===== config.mk =====
export PLATFORM = sky130hd
export DESIGN_NAME = masked_byte_pattern_search_core
export DESIGN_NICKNAME = d
export VERILOG_FILES = /design/src/hdl/mbps_pkg.sv /design/src/hdl/mbps_matcher.sv /design/src/hdl/mbps_out_buf.sv /design/src/hdl/masked_byte_pattern_search_core.sv
export VERILOG_INCLUDE_DIRS = /design/src /design/src/hdl
export SDC_FILE = /design/constraint.sdc
export NUM_CORES = 1
export LEC_CHECK = 0
export ABC_CLOCK_PERIOD_IN_PS = 14300
export BUFFER_PORTS_ARGS = -buffer_cell sky130_fd_sc_hd__buf_2
export CORE_ASPECT_RATIO = 0.7
export CORE_MARGIN = 2
export CORE_UTILIZATION = 52
export DETAILED_ROUTE_END_ITERATION = 16
export PLACE_DENSITY_LB_ADDON = 0.2
export RECOVER_POWER = 50
export REMOVE_ABC_BUFFERS = 1
export SLEW_MARGIN = 5
export SYNTH_ARGS = -nofsm -noshare
export SYNTH_HDL_FRONTEND = slang
export SYNTH_SLANG_ARGS = --single-unit

===== constraint.sdc =====
create_clock -name clk_i -period 14.3 [get_ports clk_i]
set_clock_uncertainty 0.05 [all_clocks]
set_input_delay 2.145 -clock clk_i [delete_from_list [all_inputs] [get_ports clk_i]]
set_output_delay 2.145 -clock clk_i [all_outputs]
set_load 0.02 [all_outputs]

===== src/hdl/masked_byte_pattern_search_core_macros.svh =====
// -----------------------------------------------------------------------------
// Assertion macros for the masked byte pattern search core
// Concurrent checks clocked on clk_i and disabled while rst_ni is low.
// -----------------------------------------------------------------------------
`ifndef MASKED_BYTE_PATTERN_SEARCH_CORE_MACROS_SVH
`define MASKED_BYTE_PATTERN_SEARCH_CORE_MACROS_SVH

`ifndef SYNTH

`define MBPS_ASSERT_IMPLY(label, ante, cons, msg) \
  label: assert property (@(posedge clk_i) disable iff (!rst_ni) (ante) |-> (cons)) \
    else $error(msg);

`define MBPS_ASSERT_NEXT(label, ante, cons, msg) \
  label: assert property (@(posedge clk_i) disable iff (!rst_ni) (ante) |=> (cons)) \
    else $error(msg);

`else

`define MBPS_ASSERT_IMPLY(label, ante, cons, msg)

`define MBPS_ASSERT_NEXT(label, ante, cons, msg)

`endif

`endif


===== src/hdl/mbps_pkg.sv =====
// -----------------------------------------------------------------------------
// Masked byte pattern search package
// Shared widths, register indexes and the result record.
// -----------------------------------------------------------------------------
`timescale 1ns / 1ps

package mbps_pkg;

  localparam int MaxPatternDefault = 16;
  localparam int PatternBytes      = 16;

  localparam int AddrW   = 64;
  localparam int DataW   = 8;
  localparam int MaskW   = 16;
  localparam int LenW    = 5;
  localparam int LimitW  = 16;
  localparam int PosW    = 32;
  localparam int CfgIdxW = 3;
  localparam int CfgW    = 64;

  localparam logic [CfgIdxW-1:0] CfgPatternLow  = 3'd0;
  localparam logic [CfgIdxW-1:0] CfgPatternHigh = 3'd1;
  localparam logic [CfgIdxW-1:0] CfgCareMask    = 3'd2;
  localparam logic [CfgIdxW-1:0] CfgPatternLen  = 3'd3;
  localparam logic [CfgIdxW-1:0] CfgBaseAddress = 3'd4;
  localparam logic [CfgIdxW-1:0] CfgHitLimit    = 3'd5;

  typedef struct packed {
    logic [AddrW-1:0] match_address;
    logic             is_match;
    logic             end_of_buffer;
  } mbps_result_t;

endpackage


===== src/hdl/mbps_matcher.sv =====
// -----------------------------------------------------------------------------
// Masked byte pattern search matcher
// Holds the configuration, the byte window and the run counters, and forms
// the result of each accepted beat in the same cycle.
// -----------------------------------------------------------------------------
`timescale 1ns / 1ps

module mbps_matcher #(
  parameter int MAX_PATTERN = mbps_pkg::MaxPatternDefault
) (
  input  logic                                clk_i,
  input  logic                                rst_ni,
  input  logic                                cfg_we_i,
  input  logic [mbps_pkg::CfgIdxW-1:0]        cfg_index_i,
  input  logic [mbps_pkg::CfgW-1:0]           cfg_data_i,
  input  logic                                in_valid_i,
  input  logic                                in_ready_i,
  input  logic [mbps_pkg::DataW-1:0]          in_byte_i,
  input  logic                                in_last_i,
  output logic                                res_valid_o,
  output mbps_pkg::mbps_result_t              res_o
);
  import mbps_pkg::*;

  localparam int UsedMax = (MAX_PATTERN < PatternBytes) ? MAX_PATTERN : PatternBytes;
  localparam int IdxW    = (UsedMax > 1) ? $clog2(UsedMax) : 1;
  localparam int FillW   = $clog2(UsedMax + 1);

  logic [AddrW-1:0]  pat_lo_q, pat_hi_q, base_q;
  logic [MaskW-1:0]  mask_q;
  logic [LenW-1:0]   len_cfg_q;
  logic [LimitW-1:0] limit_q;

  logic [DataW-1:0]  window_q [UsedMax];
  logic [DataW-1:0]  window_d [UsedMax];
  logic [DataW-1:0]  win_new  [UsedMax];
  logic [FillW-1:0]  fill_q, fill_d, fill_new;
  logic [PosW-1:0]   pos_q, pos_d;
  logic [LimitW-1:0] hits_q, hits_d;

  logic [DataW-1:0]  pat_bytes [PatternBytes];
  logic [LenW-1:0]   len;
  logic [LimitW-1:0] limit;
  logic [UsedMax-1:0] byte_ok;
  logic [LenW-1:0]   widx [UsedMax];
  logic              accept, match, report;
  logic [PosW-1:0]   start;

  always_ff @(posedge clk_i or negedge rst_ni) begin
    if (!rst_ni) begin
      pat_lo_q  <= '0;
      pat_hi_q  <= '0;
      mask_q    <= '1;
      len_cfg_q <= '0;
      base_q    <= '0;
      limit_q   <= '1;
    end else if (cfg_we_i) begin
      unique case (cfg_index_i)
        CfgPatternLow:  pat_lo_q  <= cfg_data_i;
        CfgPatternHigh: pat_hi_q  <= cfg_data_i;
        CfgCareMask:    mask_q    <= cfg_data_i[MaskW-1:0];
        CfgPatternLen:  len_cfg_q <= cfg_data_i[LenW-1:0];
        CfgBaseAddress: base_q    <= cfg_data_i;
        CfgHitLimit:    limit_q   <= cfg_data_i[LimitW-1:0];
        default: ;
      endcase
    end
  end

  assign accept = in_valid_i && in_ready_i;
  assign len    = (len_cfg_q > LenW'(UsedMax)) ? LenW'(UsedMax) : len_cfg_q;
  assign limit  = (limit_q == '0) ? LimitW'(1) : limit_q;

  always_comb begin
    for (int i = 0; i < PatternBytes / 2; i++) begin
      pat_bytes[i]                    = pat_lo_q[i*DataW +: DataW];
      pat_bytes[i + PatternBytes / 2] = pat_hi_q[i*DataW +: DataW];
    end
  end

  always_comb begin
    win_new[0] = in_byte_i;
    for (int i = 1; i < UsedMax; i++) begin
      win_new[i] = window_q[i-1];
    end
  end

  assign fill_new = (fill_q == FillW'(UsedMax)) ? fill_q : fill_q + FillW'(1);

  // The newest byte closes the candidate, so pattern byte k sits len-1-k back.
  always_comb begin
    for (int k = 0; k < UsedMax; k++) begin
      widx[k]    = len - LenW'(1) - LenW'(k);
      byte_ok[k] = (LenW'(k) >= len) || !mask_q[k] ||
                   (win_new[widx[k][IdxW-1:0]] == pat_bytes[k]);
    end
  end

  assign match  = (len != '0) && (LenW'(fill_new) >= len) && (&byte_ok);
  assign report = accept && (hits_q < limit) && match;
  assign start  = pos_q - PosW'(len) + PosW'(1);

  assign res_valid_o          = accept && (report || in_last_i);
  assign res_o.match_address  = report ? (base_q + {{(AddrW-PosW){1'b0}}, start}) : '0;
  assign res_o.is_match       = report;
  assign res_o.end_of_buffer  = in_last_i;

  always_comb begin
    window_d = window_q;
    fill_d   = fill_q;
    pos_d    = pos_q;
    hits_d   = hits_q;
    if (accept) begin
      if (in_last_i) begin
        for (int i = 0; i < UsedMax; i++) begin
          window_d[i] = '0;
        end
        fill_d = '0;
        pos_d  = '0;
        hits_d = '0;
      end else begin
        window_d = win_new;
        fill_d   = fill_new;
        pos_d    = pos_q + PosW'(1);
        hits_d   = hits_q + LimitW'(report);
      end
    end
  end

  always_ff @(posedge clk_i or negedge rst_ni) begin
    if (!rst_ni) begin
      for (int i = 0; i < UsedMax; i++) begin
        window_q[i] <= '0;
      end
      fill_q <= '0;
      pos_q  <= '0;
      hits_q <= '0;
    end else begin
      window_q <= window_d;
      fill_q   <= fill_d;
      pos_q    <= pos_d;
      hits_q   <= hits_d;
    end
  end

endmodule


===== src/hdl/mbps_out_buf.sv =====
// -----------------------------------------------------------------------------
// Masked byte pattern search output buffer
// Result register with a skid entry, so a beat is taken while a result waits.
// -----------------------------------------------------------------------------
`timescale 1ns / 1ps

module mbps_out_buf (
  input  logic                   clk_i,
  input  logic                   rst_ni,
  input  logic                   push_i,
  input  mbps_pkg::mbps_result_t push_data_i,
  output logic                   space_o,
  output logic                   out_valid_o,
  input  logic                   out_ready_i,
  output mbps_pkg::mbps_result_t out_data_o
);
  import mbps_pkg::*;

  logic         out_valid_q, skid_valid_q;
  mbps_result_t out_q, skid_q;
  logic         pop;

  assign pop         = out_valid_q && out_ready_i;
  assign space_o     = !skid_valid_q;
  assign out_valid_o = out_valid_q;
  assign out_data_o  = out_q;

  always_ff @(posedge clk_i or negedge rst_ni) begin
    if (!rst_ni) begin
      out_valid_q  <= 1'b0;
      skid_valid_q <= 1'b0;
    end else if (skid_valid_q) begin
      if (pop) begin
        skid_valid_q <= 1'b0;
      end
    end else if (push_i) begin
      if (out_valid_q && !pop) begin
        skid_valid_q <= 1'b1;
      end else begin
        out_valid_q <= 1'b1;
      end
    end else if (pop) begin
      out_valid_q <= 1'b0;
    end
  end

  always_ff @(posedge clk_i) begin
    if (skid_valid_q) begin
      if (pop) begin
        out_q <= skid_q;
      end
    end else if (push_i) begin
      if (out_valid_q && !pop) begin
        skid_q <= push_data_i;
      end else begin
        out_q <= push_data_i;
      end
    end
  end

endmodule


===== src/hdl/masked_byte_pattern_search_core.sv =====
// -----------------------------------------------------------------------------
// Masked byte pattern search core
// Output: each result is registered in the output buffer, or in its skid entry, before the master side.
// Throughput: one byte per cycle while the skid entry is free; all pattern bytes are compared in parallel
// against the shift window, and the skid entry holds a result that arrives while the output is stalled.
// Reset: rst_ni clears the window and counters and restores register defaults.
// -----------------------------------------------------------------------------
`timescale 1ns / 1ps
`include "masked_byte_pattern_search_core_macros.svh"

module masked_byte_pattern_search_core #(
  parameter int MAX_PATTERN = mbps_pkg::MaxPatternDefault
) (
  input  logic                          clk_i,
  input  logic                          rst_ni,
  input  logic                          cfg_we_i,
  input  logic [mbps_pkg::CfgIdxW-1:0]  cfg_index_i,
  input  logic [mbps_pkg::CfgW-1:0]     cfg_data_i,
  input  logic                          s_axis_tvalid_i,
  output logic                          s_axis_tready_o,
  input  logic [7:0]                    s_axis_tdata_i,  // data_byte [7:0]
  input  logic                          s_axis_tlast_i,
  output logic                          m_axis_tvalid_o,
  input  logic                          m_axis_tready_i,
  output logic [63:0]                   m_axis_tdata_o,  // match_address [63:0]
  output logic                          m_axis_tuser_o,  // is_match [0]
  output logic                          m_axis_tlast_o
);
  import mbps_pkg::*;

  logic         res_valid, space;
  mbps_result_t res, out_data;

  assign s_axis_tready_o = space;

  mbps_matcher #(
    .MAX_PATTERN(MAX_PATTERN)
  ) u_matcher (
    .clk_i       (clk_i),
    .rst_ni      (rst_ni),
    .cfg_we_i    (cfg_we_i),
    .cfg_index_i (cfg_index_i),
    .cfg_data_i  (cfg_data_i),
    .in_valid_i  (s_axis_tvalid_i),
    .in_ready_i  (space),
    .in_byte_i   (s_axis_tdata_i),
    .in_last_i   (s_axis_tlast_i),
    .res_valid_o (res_valid),
    .res_o       (res)
  );

  mbps_out_buf u_out_buf (
    .clk_i       (clk_i),
    .rst_ni      (rst_ni),
    .push_i      (res_valid),
    .push_data_i (res),
    .space_o     (space),
    .out_valid_o (m_axis_tvalid_o),
    .out_ready_i (m_axis_tready_i),
    .out_data_o  (out_data)
  );

  assign m_axis_tdata_o = out_data.match_address;
  assign m_axis_tuser_o = out_data.is_match;
  assign m_axis_tlast_o = out_data.end_of_buffer;

  `MBPS_ASSERT_IMPLY(a_full_implies_out_valid, !s_axis_tready_o, m_axis_tvalid_o, "skid full with empty output")
  `MBPS_ASSERT_IMPLY(a_nonmatch_is_end, m_axis_tvalid_o && !m_axis_tuser_o, m_axis_tlast_o && (m_axis_tdata_o == '0), "result without match must be end of buffer with zero address")
  `MBPS_ASSERT_NEXT(a_stall_fills_skid, m_axis_tvalid_o && !m_axis_tready_i && s_axis_tvalid_i && s_axis_tready_o && s_axis_tlast_i, !s_axis_tready_o, "stalled end beat not held in skid entry")

endmodule

After elaboration in Yosys (flattened, before gate mapping)

Cells that the tools add are included.

Register bits after elaboration: 536
Bits in latches: 0
Memory bits (writable): 0
ROM bits: 0
Input bits: 81
Word-level logic and storage cells: 272
Memories: 0

$add $sub $neg: 22
Multipliers: 0
Divide/modulo/power cells: 0
Magnitude comparators: 35
Equal/unequal tests: 25
Shift-type cells: 0
Mux-type cells: 67
Bitwise logic cells: 17
Reductions and logical operators: 74

Operators with widths:

| operator                | number |
|---|---|
| $bmux W8 S4             | 16 |
| $mux W66                | 4 |
| $mux W8                 | 32 |
| $eq A8 B8 Y1            | 16 |
| $mux W128               | 1 |
| $ge A5 B5 Y1 const B    | 16 |
| $not A4 Y5              | 16 |
| $add A32 B1 Y32 const B | 2 |
| $add A64 B32 Y64        | 1 |
| $mux W64                | 1 |
| $ge A4 B5 Y1 const A    | 8 |
| $logic_or A1 B1 Y1      | 33 |
| $mux W16                | 2 |
| $mux W32                | 1 |
| $sub A32 B5 Y32         | 1 |
| $sub A4 B4 Y4 const B   | 8 |
| $ge A3 B5 Y1 const A    | 4 |
| $logic_not A1 Y1        | 18 |
| $add A16 B1 Y16         | 1 |
| $logic_not A16 Y1       | 1 |
| $lt A16 B16 Y1          | 1 |
| $reduce_and A16 Y1      | 1 |
| $sub A4 B3 Y4 const B   | 4 |
| $mux W5                 | 3 |
| 21 further kinds        | 49 |

Longest topological paths before layout

Gate-level depths: netlist (run 1).

Depth in word-level cells: 17
Mapped depth: 36
Mapped depth without buffers: 31

By module

Synthesis (run 1) repeated with hierarchy kept, for this count alone.

Cell total of the unflattened synthesis: 3198
Area, all modules: 35900.7 µm²

By module, submodules not included:

| module       | instances | cells an instance | area each (µm²) |
|---|---|---|---|
| mbps_matcher | 1         | 2981              | 30689.4 |
| mbps_out_buf | 1         | 217               | 5211.2 |

Least setup slack after synthesis (run 1)

Ideal clock, no wire load.

Kind: register to register
From: reg u_matcher.len_cfg_q[4]
To: reg u_out_buf.skid_q[0] in the netlist's numbering, enable pin
Setup time: 0.586 ns
Data arrival time: 10.461 ns
Data required time: 13.664 ns
Setup slack: 3.203 ns
Stages on the path, launching flop included: 24
Buffers on the path: 9
Period minus slack after synthesis: 11.097 ns
Cells stage by stage: dfrtp_1 clkbuf_1 nand2b_1 buf_2 buf_2 buf_2 ha_1 xnor2_1 buf_2 buf_2 clkbuf_1 ha_1 inv_1 clkbuf_1 mux4_2 mux2i_1 xor2_1 a2111oi_0 nand3_1 o221ai_1 nand4_1 buf_4 a21boi_1 nor3b_1

Cells in the longest elaborated chain, start to end: 16
Elaborated cells between the ends (all ways): 155

RTL lines:

| what                                       | RTL line            | source |
|---|---|---|
| start: declaration                         | mbps_matcher.sv:31  | `logic [LenW-1:0] len_cfg_q;` |
| start signal: assignment                   | mbps_matcher.sv:62  | `CfgPatternLen: len_cfg_q <= cfg_data_i[LenW-1:0];` |
| $gt A5 B5 Y1                               | mbps_matcher.sv:71  | `assign len = (len_cfg_q > LenW'(UsedMax)) ? LenW'(UsedMax) : len_cfg_q;` |
| $mux W5 (*)                                | mbps_matcher.sv:71  |  |
| $sub A4 B1 Y4                              | mbps_matcher.sv:93  | `widx[k] = len - LenW'(1) - LenW'(k);` |
| $sub A4 B1 Y4 (tied with other cells)      | mbps_matcher.sv:93  |  |
| $not A4 Y5 (implied by the code)           | mbps_matcher.sv:95  | `(win_new[widx[k][IdxW-1:0]] == pat_bytes[k]);` |
| $bmux W8 S4                                | mbps_matcher.sv:95  |  |
| $mux W8 (implied by the code) (2 in a row) | mbps_matcher.sv:95  |  |
| $eq A8 B8 Y1                               | mbps_matcher.sv:95  |  |
| $logic_or A1 B1 Y1                         | mbps_matcher.sv:94  | `byte_ok[k] = (LenW'(k) >= len) \|\| !mask_q[k] \|\|` |
| $reduce_and A16 Y1                         | mbps_matcher.sv:99  | `assign match = (len != '0) && (LenW'(fill_new) >= len) && (&byte_ok);` |
| $logic_and A1 B1 Y1 (*)                    | mbps_matcher.sv:99  |  |
| $logic_and A1 B1 Y1 (*)                    | mbps_matcher.sv:100 | `assign report = accept && (hits_q < limit) && match;` |
| $logic_or A1 B1 Y1 (*)                     | mbps_matcher.sv:103 | `assign res_valid_o = accept && (report \|\| in_last_i);` |
| $logic_and A1 B1 Y1 (*)                    | mbps_matcher.sv:103 |  |
| $reduce_and A3 Y1 (no line) (*)            | -                   |  |
| end signal: assignment                     | mbps_out_buf.sv:54  | `skid_q <= push_data_i;` |
| end: declaration                           | mbps_out_buf.sv:20  | `mbps_result_t out_q, skid_q;` |

Mark *: on every way between the ends. The rest lies on a longest branch, timed or not. The select of a mux whose other input is x is not followed.
A chain may end at the register's enable or synchronous reset.

==> reports/results.txt, run 1 <==
Vias: 26.99k
Post-synth EDFFs: 132
H-tree levels: 2
Setup Fix Bufs, Post-CTS: 0
fin crit share: 0.5829
n_diodes: 0
number of antenna violations at the first check in global routing: 2
register area share after synthesis: 0.4025
Cells after Synth: 3226
Die Y: 221.3 µm
Clock Latency Late Sink: 0.66 ns
post-route minimum period: 8.336 ns
dpl hpwl: 85.64 mm
Most used DFF post-synth: dfrtp_1
routed vias/inst: 6.356
CTS Root Cell: clkbuf_16
CTS Hold Bufs: 0
CTS Buffer Depth: 3
Hold WC Path Type: reg -> reg
fmax: 120.0 MHz
WL per Instance: 27.22 µm
post-synth cell types: 86
RSZ-0062 raised after global routing: no
total grt overflow: 0
placer's final routability congestion estimate: 1.012
ys async rst share: 0.7537
leakage power: 17.03 nW
status: finished with violations
Residual DRC: 0
area growth from synthesis to layout: 9.395%
crit path kind: reg -> reg
I/O pin count: 149
worst-path fanout max: 19
chip width: 314.4 µm
number of placement rows: 79
Critical Path AT: 8.70 ns
Post-layout nets: 3520
TritonCTS clock tree: built
dominant cell type by area after synthesis: dfrtp_1
largest net degree at the start of global routing: 92
1st-iter DRT viols: 3066
core area: 0.06662 mm²
1st-pass router iterations: 8
routed wire length: 115.6 mm
Global Route Usage Sum: 0.3303
Final Hold Fails: 0
Antenna Nets Post-Route: 0
most frequent cell after synthesis: nand2_1
Synth warnings: 0
worst-margin pin slew: 4.660 ns
failing checks: max-capacitance violations, max-slew violations
layout cells sized above 1: 0.1955
Slew HR: -2.106
Resized cells post-CTS: 0
CP Launch Type: flop
R2R Setup Slk: 5.96 ns
Synth top area share: 0.2655
synthesized area: 0.03507 mm²
ranking of synthesized cells by area: dfrtp_1, edfxtp_1, mux2_2
# setup viols final: 0
Seq cells post-synth: 536
maximum vdd drop: 0.1090 mV
max-slew violations: 705
Num CTS Buffers: 55
power per cell area: 172.2 mW/mm²
post-layout util: 0.5758
vias in the first global route: 25.92k
Critical Path RT: 14.66 ns
clock-pin slew on the worst setup and hold paths: 0.07 ns
Port Buffers: 148
Sink Count: 536
final total power: 6.605 mW
max capacitance violation total: 11
Avg Cell Area, Syn: 10.87 µm²
first-pass GRT wire length: 171.4 mm
Synth top cells by count: nand2_1, dfrtp_1, mux2i_1
Die Area: 0.06956 mm²
Setup crit end kind: flop
starting density of the core: 0.5263
==> flip-flops by register name, summed over array words and instances, names as in the netlist <==
signal,cells
u_matcher.len_cfg_q,5
u_out_buf.skid_valid_q,1
u_matcher.base_q,64
u_out_buf.skid_q,66
u_out_buf.out_valid_o,1
u_matcher.limit_q,16
u_matcher.win_new,120
u_matcher.pat_lo_q,64
u_matcher.hits_q,16
u_matcher.pat_hi_q,64
u_out_buf.out_data_o,66
u_matcher.fill_q,5
u_matcher.pos_q,32
u_matcher.mask_q,16
==> path summary, 6_finish.rpt <==
path / from / end / cells after the start
min in group asynchronous: rst_ni / u_matcher.win_new[32] / 1
max in group asynchronous: rst_ni / u_matcher.base_q[12] / 2
max reg2reg: u_matcher.len_cfg_q[4] / u_out_buf.out_data_o[60] / 27
min reg2reg: u_matcher.win_new[6] / u_matcher.win_new[6] / 2
min: u_matcher.win_new[6] / u_matcher.win_new[6] / 2
max: u_matcher.len_cfg_q[4] / u_out_buf.out_data_o[60] / 27
==> per-stage QoR <==
step | cell area (µm²) | setup slack (ns) | TNS, ns | hold WS [ns] | instances
5_1_grt | 38360 | 4.720 | 0 | 0.4878 | 4246
2_1_floorplan | 34310 | -4.302 | -457.27 | 0.4162 | 3050
3_5_place_dp | 36670 | 6.138 | 0 | 0.4500 | 4143
3_3_place_gp | 36670 | 6.162 | 0 | 0.4475 | 4143
4_1_cts | 38530 | 6.112 | 0 | 0.4643 | 4246
6_report | 38360 | 5.964 | 0 | 0.4716 | 4246
==> placed cells by master (no fill, tap or decap), types with 94 or more instances in the layout <==
cell / instances
nand2_1: 391
dfrtp_1: 371
mux2i_1: 259
mux2_2: 241
xnor2_1: 173
nor2_1: 142
edfxtp_1: 132
ha_1: 127
nand3b_1: 123
mux4_2: 117
a21o_1: 97
clkbuf_1: 95
a21oi_1: 94
==> where the power goes <==
| part | total (mW) | switching (mW) | leakage (nW) | internal, mW |
|---|---|---|---|---|
| Sequential | 1.98 | 0.202 | 6.38 | 1.78 |
| Combinational | 3.12 | 1.87 | 9.73 | 1.24 |
| Clock | 1.51 | 0.669 | 0.920 | 0.838 |
==> per-layer routing <==
layer | share of wire | GRT usage | vias up
li1 | - | - | 11965
met1 | 0.45 | 0.4864 | 13666
met2 | 0.41 | 0.4554 | 1189
met3 | 0.11 | 0.1158 | 167
met4 | 0.031 | 0.09693 | 0
met5 | 0 | 0 | -
==> cell type report <==
class | instances | area [µm²]
Fill cell | 5651 | 28260
Multi-Input combinational cell | 2417 | 19890
Sequential cell | 536 | 14110
Clock buffer | 80 | 1632
Tap cell | 891 | 1115
Timing Repair Buffer | 202 | 1011
Inverter | 97 | 366.6
Clock inverter | 23 | 227.7
==> cell families (layout without fill, tap and decap cells) <==
| logic type | Yosys count | in the layout | synth area share |
|---|---|---|---|
| buffers and inverters | 273 | 402 | 0.03186 |
| xor gates and xnor gates | 251 | 251 | 0.06415 |
| and+or+nand+nor | 940 | 940 | 0.1352 |
| AOI/OAI and AO/OA | 477 | 477 | 0.09227 |
| muxes | 619 | 619 | 0.2272 |
| DFF | 536 | 536 | 0.4025 |
| adders and majority gates | 130 | 130 | 0.04681 |
==> worst max-delay path: stages, from the launching register on <==
cell       delay [ns]
dfrtp_1          0.39
nor2b_1          0.31
buf_4            0.29
clkinv_1         0.41
buf_4            0.37
ha_1             0.30
ha_1             0.34
nor2b_1          0.14
o21ai_0          0.21
a21boi_0         0.20
o41ai_1          0.39
a31oi_1          0.19
and2_1           0.23
o21a_1           0.17
nor2_1           0.16
xnor2_1          0.14
ha_1             0.30
a21o_1           0.21
a21o_1           0.17
a21oi_1          0.12
o21ai_0          0.15
o41ai_1          0.59
o21ai_0          0.40
o2111ai_1        0.74
a21o_1           0.58
or4b_2           0.24
a21oi_1          0.08
a21o_1           0.20
Note: power is estimated with default switching activity, not from simulation.
==> inputs of run 2 (changes only) <==
--- a/config.mk
+++ b/config.mk
@@ -6,7 +6,7 @@
 export SDC_FILE = /design/constraint.sdc
 export NUM_CORES = 1
 export LEC_CHECK = 0
-export ABC_CLOCK_PERIOD_IN_PS = 14300
+export ABC_CLOCK_PERIOD_IN_PS = 7000
 export BUFFER_PORTS_ARGS = -buffer_cell sky130_fd_sc_hd__buf_2
 export CORE_ASPECT_RATIO = 0.7
 export CORE_MARGIN = 2
==> constraint.sdc (replaced) <==
create_clock -name clk_i -period 7 [get_ports clk_i]
set_clock_uncertainty 0.05 [all_clocks]
set_input_delay 1.05 -clock clk_i [delete_from_list [all_inputs] [get_ports clk_i]]
set_output_delay 1.05 -clock clk_i [all_outputs]
set_load 0.02 [all_outputs]
==> reports/results.txt, run 2 (synthesis gave the netlist of run 1 again) <==
status: finished with violations
failing checks: max-capacitance violations, max-slew violations
WL per Instance: 27.05 µm
Placed Area: 0.03703 mm²
RSZ-0062 raised after global routing: no
Setup Fix Bufs, Post-CTS: 0
worst-margin pin slew: 5.003 ns
clock-pin slew on the worst setup and hold paths: 0.06 ns
total grt overflow: 0
I/O pin count: 149
CTS Hold Bufs: 0
most common cell after layout, fill and taps aside: nand2_1
number of antenna violations at the first check in global routing: 7
Top Metal Used: met4
Post-Layout Cell Count: 4282
max reg flops: 120
leakage power: 17.34 nW
met3 WL: 11.16 mm
max-slew violations: 534
layout cells sized above 1: 0.2138
first-pass GRT wire length: 174.4 mm
starting density of the core: 0.5263
CTS Buffer Depth: 3
maximum vdd drop: 0.2084 mV
# fillers: 5644
hold slack: 0.4608 ns
Cells after DPL: 4179
area growth from synthesis to layout: 10.87%
final total power: 13.81 mW
Clock Latency Late Sink: 0.66 ns
routed wl met2: 48.37 mm
dpl hpwl: 85.83 mm
min-delay src: u_matcher.hits_q[0]
TritonCTS clock tree: built
WHS Path Cells: 2
Final Hold Fails: 0
power per cell area: 355.3 mW/mm²
Hold WC Path Type: reg -> reg
placer's final routability congestion estimate: 0.9927
chip width: 314.4 µm
crit path kind: reg -> reg
met1 WL: 53.08 mm
R2R Setup Slk: 0.32 ns
1st-pass router iterations: 7
vias in the first global route: 26.70k
Critical Path RT: 7.26 ns
post-route minimum period: 6.684 ns
CTS Root Cell: clkbuf_16
Antenna Nets Post-Route: 0
Setup crit end kind: flop
reg2reg end: u_out_buf.out_data_o[56]
CP Launch Type: flop
max capacitance violation total: 8
largest net degree at the start of global routing: 137
fmax: 149.6 MHz
Die Y: 221.3 µm
worst setup margin: 0.3164 ns
worst-path fanout max: 66
Sink Count: 536
# setup viols final: 0
Num CTS Buffers: 56
Port Buffers: 148
Die Area: 0.06956 mm²
highest-count cells in the layout ignoring fill and taps: nand2_1, dfrtp_1, mux2i_1, mux2_2, xnor2_1
core area: 0.06662 mm²
Slew HR: -2.335
routed wire length: 115.8 mm
1st-iter DRT viols: 2948
Vias: 27.44k
Critical Path AT: 6.94 ns
Worst Hold Path EP: u_matcher.hits_q[0]
RR Startpoint: u_matcher.len_cfg_q[4]
Post-layout nets: 3557
routed vias/inst: 6.407
Placement Setup Slack: 0.1176 ns
Residual DRC: 0
number of placement rows: 79
n_diodes: 0
post-route cell area: 0.03888 mm²
H-tree levels: 2
fin crit share: 0.9548
FF-to-FF path depth: 21
Global Route Usage Sum: 0.3325
run 2: cell count changes in the layout (fill, tap and decap cells not counted), sizes merged:
cell	change
buf	+65
clkbuf	-28
inv	-5
clkinv	+2
bufinv	+1
clkdlybuf4s25	+1
run 2: critical path, stage by stage (launching register included):
cell and delay [ns]:
dfrtp_1 0.42, nand2b_2 0.17, buf_6 0.38, ha_2 0.41, xnor2_4 0.20, inv_1 0.16, ha_1 0.49, nor2_1 0.10
and3_1 0.37, nor2_2 0.39, buf_4 0.29, mux2i_1 0.28, xor2_1 0.18, a2111oi_0 0.57, buf_4 0.23, nand3_1 0.09
o221ai_1 0.21, nand4_1 0.14, buf_4 0.21, a21boi_1 0.19, a22oi_2 0.36, buf_12 0.36
run 2: how the worst max path moves through the flow:
stage	to	slack (ns)	from
final	u_out_buf.out_data_o[56]	0.32	u_matcher.len_cfg_q[4]
after CTS	u_matcher.hits_q[14]	0.08	u_matcher.len_cfg_q[4]
after detailed placement	u_matcher.hits_q[10]	0.12	u_matcher.len_cfg_q[4]
after global placement	u_out_buf.skid_q[56]	0.14	u_matcher.len_cfg_q[4]
after global routing	u_out_buf.out_data_o[41]	0.02	u_matcher.len_cfg_q[4]
after floorplan	u_out_buf.skid_q[0]	-11.60	u_matcher.len_cfg_q[0]
run 2: power by group:
part           internal [mW]  leakage [nW]  switching, mW
combinational           2.72          10.0           3.98
clock                   1.75         0.928           1.35
sequential              3.64          6.38          0.375
run 2: final cells by class:
class / instances / area (µm²) / share of cell area
Sequential cell: 536 / 14110 / 0.3630
Clock inverter: 21 / 239.0 / 0.006147
Timing Repair Buffer: 238 / 1429 / 0.03675
Tap cell: 891 / 1115 / 0.02867
Multi-Input combinational cell: 2417 / 19960 / 0.5134
Clock buffer: 82 / 1653 / 0.04251
Inverter: 97 / 366.6 / 0.009429
run 2: through the flow:
stage | setup TNS [ns] | utilization
after floorplan | -2330.06 | -
after global placement | 0 | 0.5558
after detailed placement | 0 | 0.5558
after CTS | 0 | 0.5842
after global routing | 0 | 0.5836
final | 0 | 0.5836
run 2: routing by layer:
layer / track usage / vias to the layer above
met5: 0 / -
met4: 0.08848 / 0
met3: 0.06654 / 174
met2: 0.4700 / 1262
met1: 0.5157 / 13988
li1: - / 12012
run 2: what timing repair did:
item,in CTS,in global routing
gates resized for setup,0,15
endpoints found under the setup margin,0,202
endpoints found under the hold margin,0,0
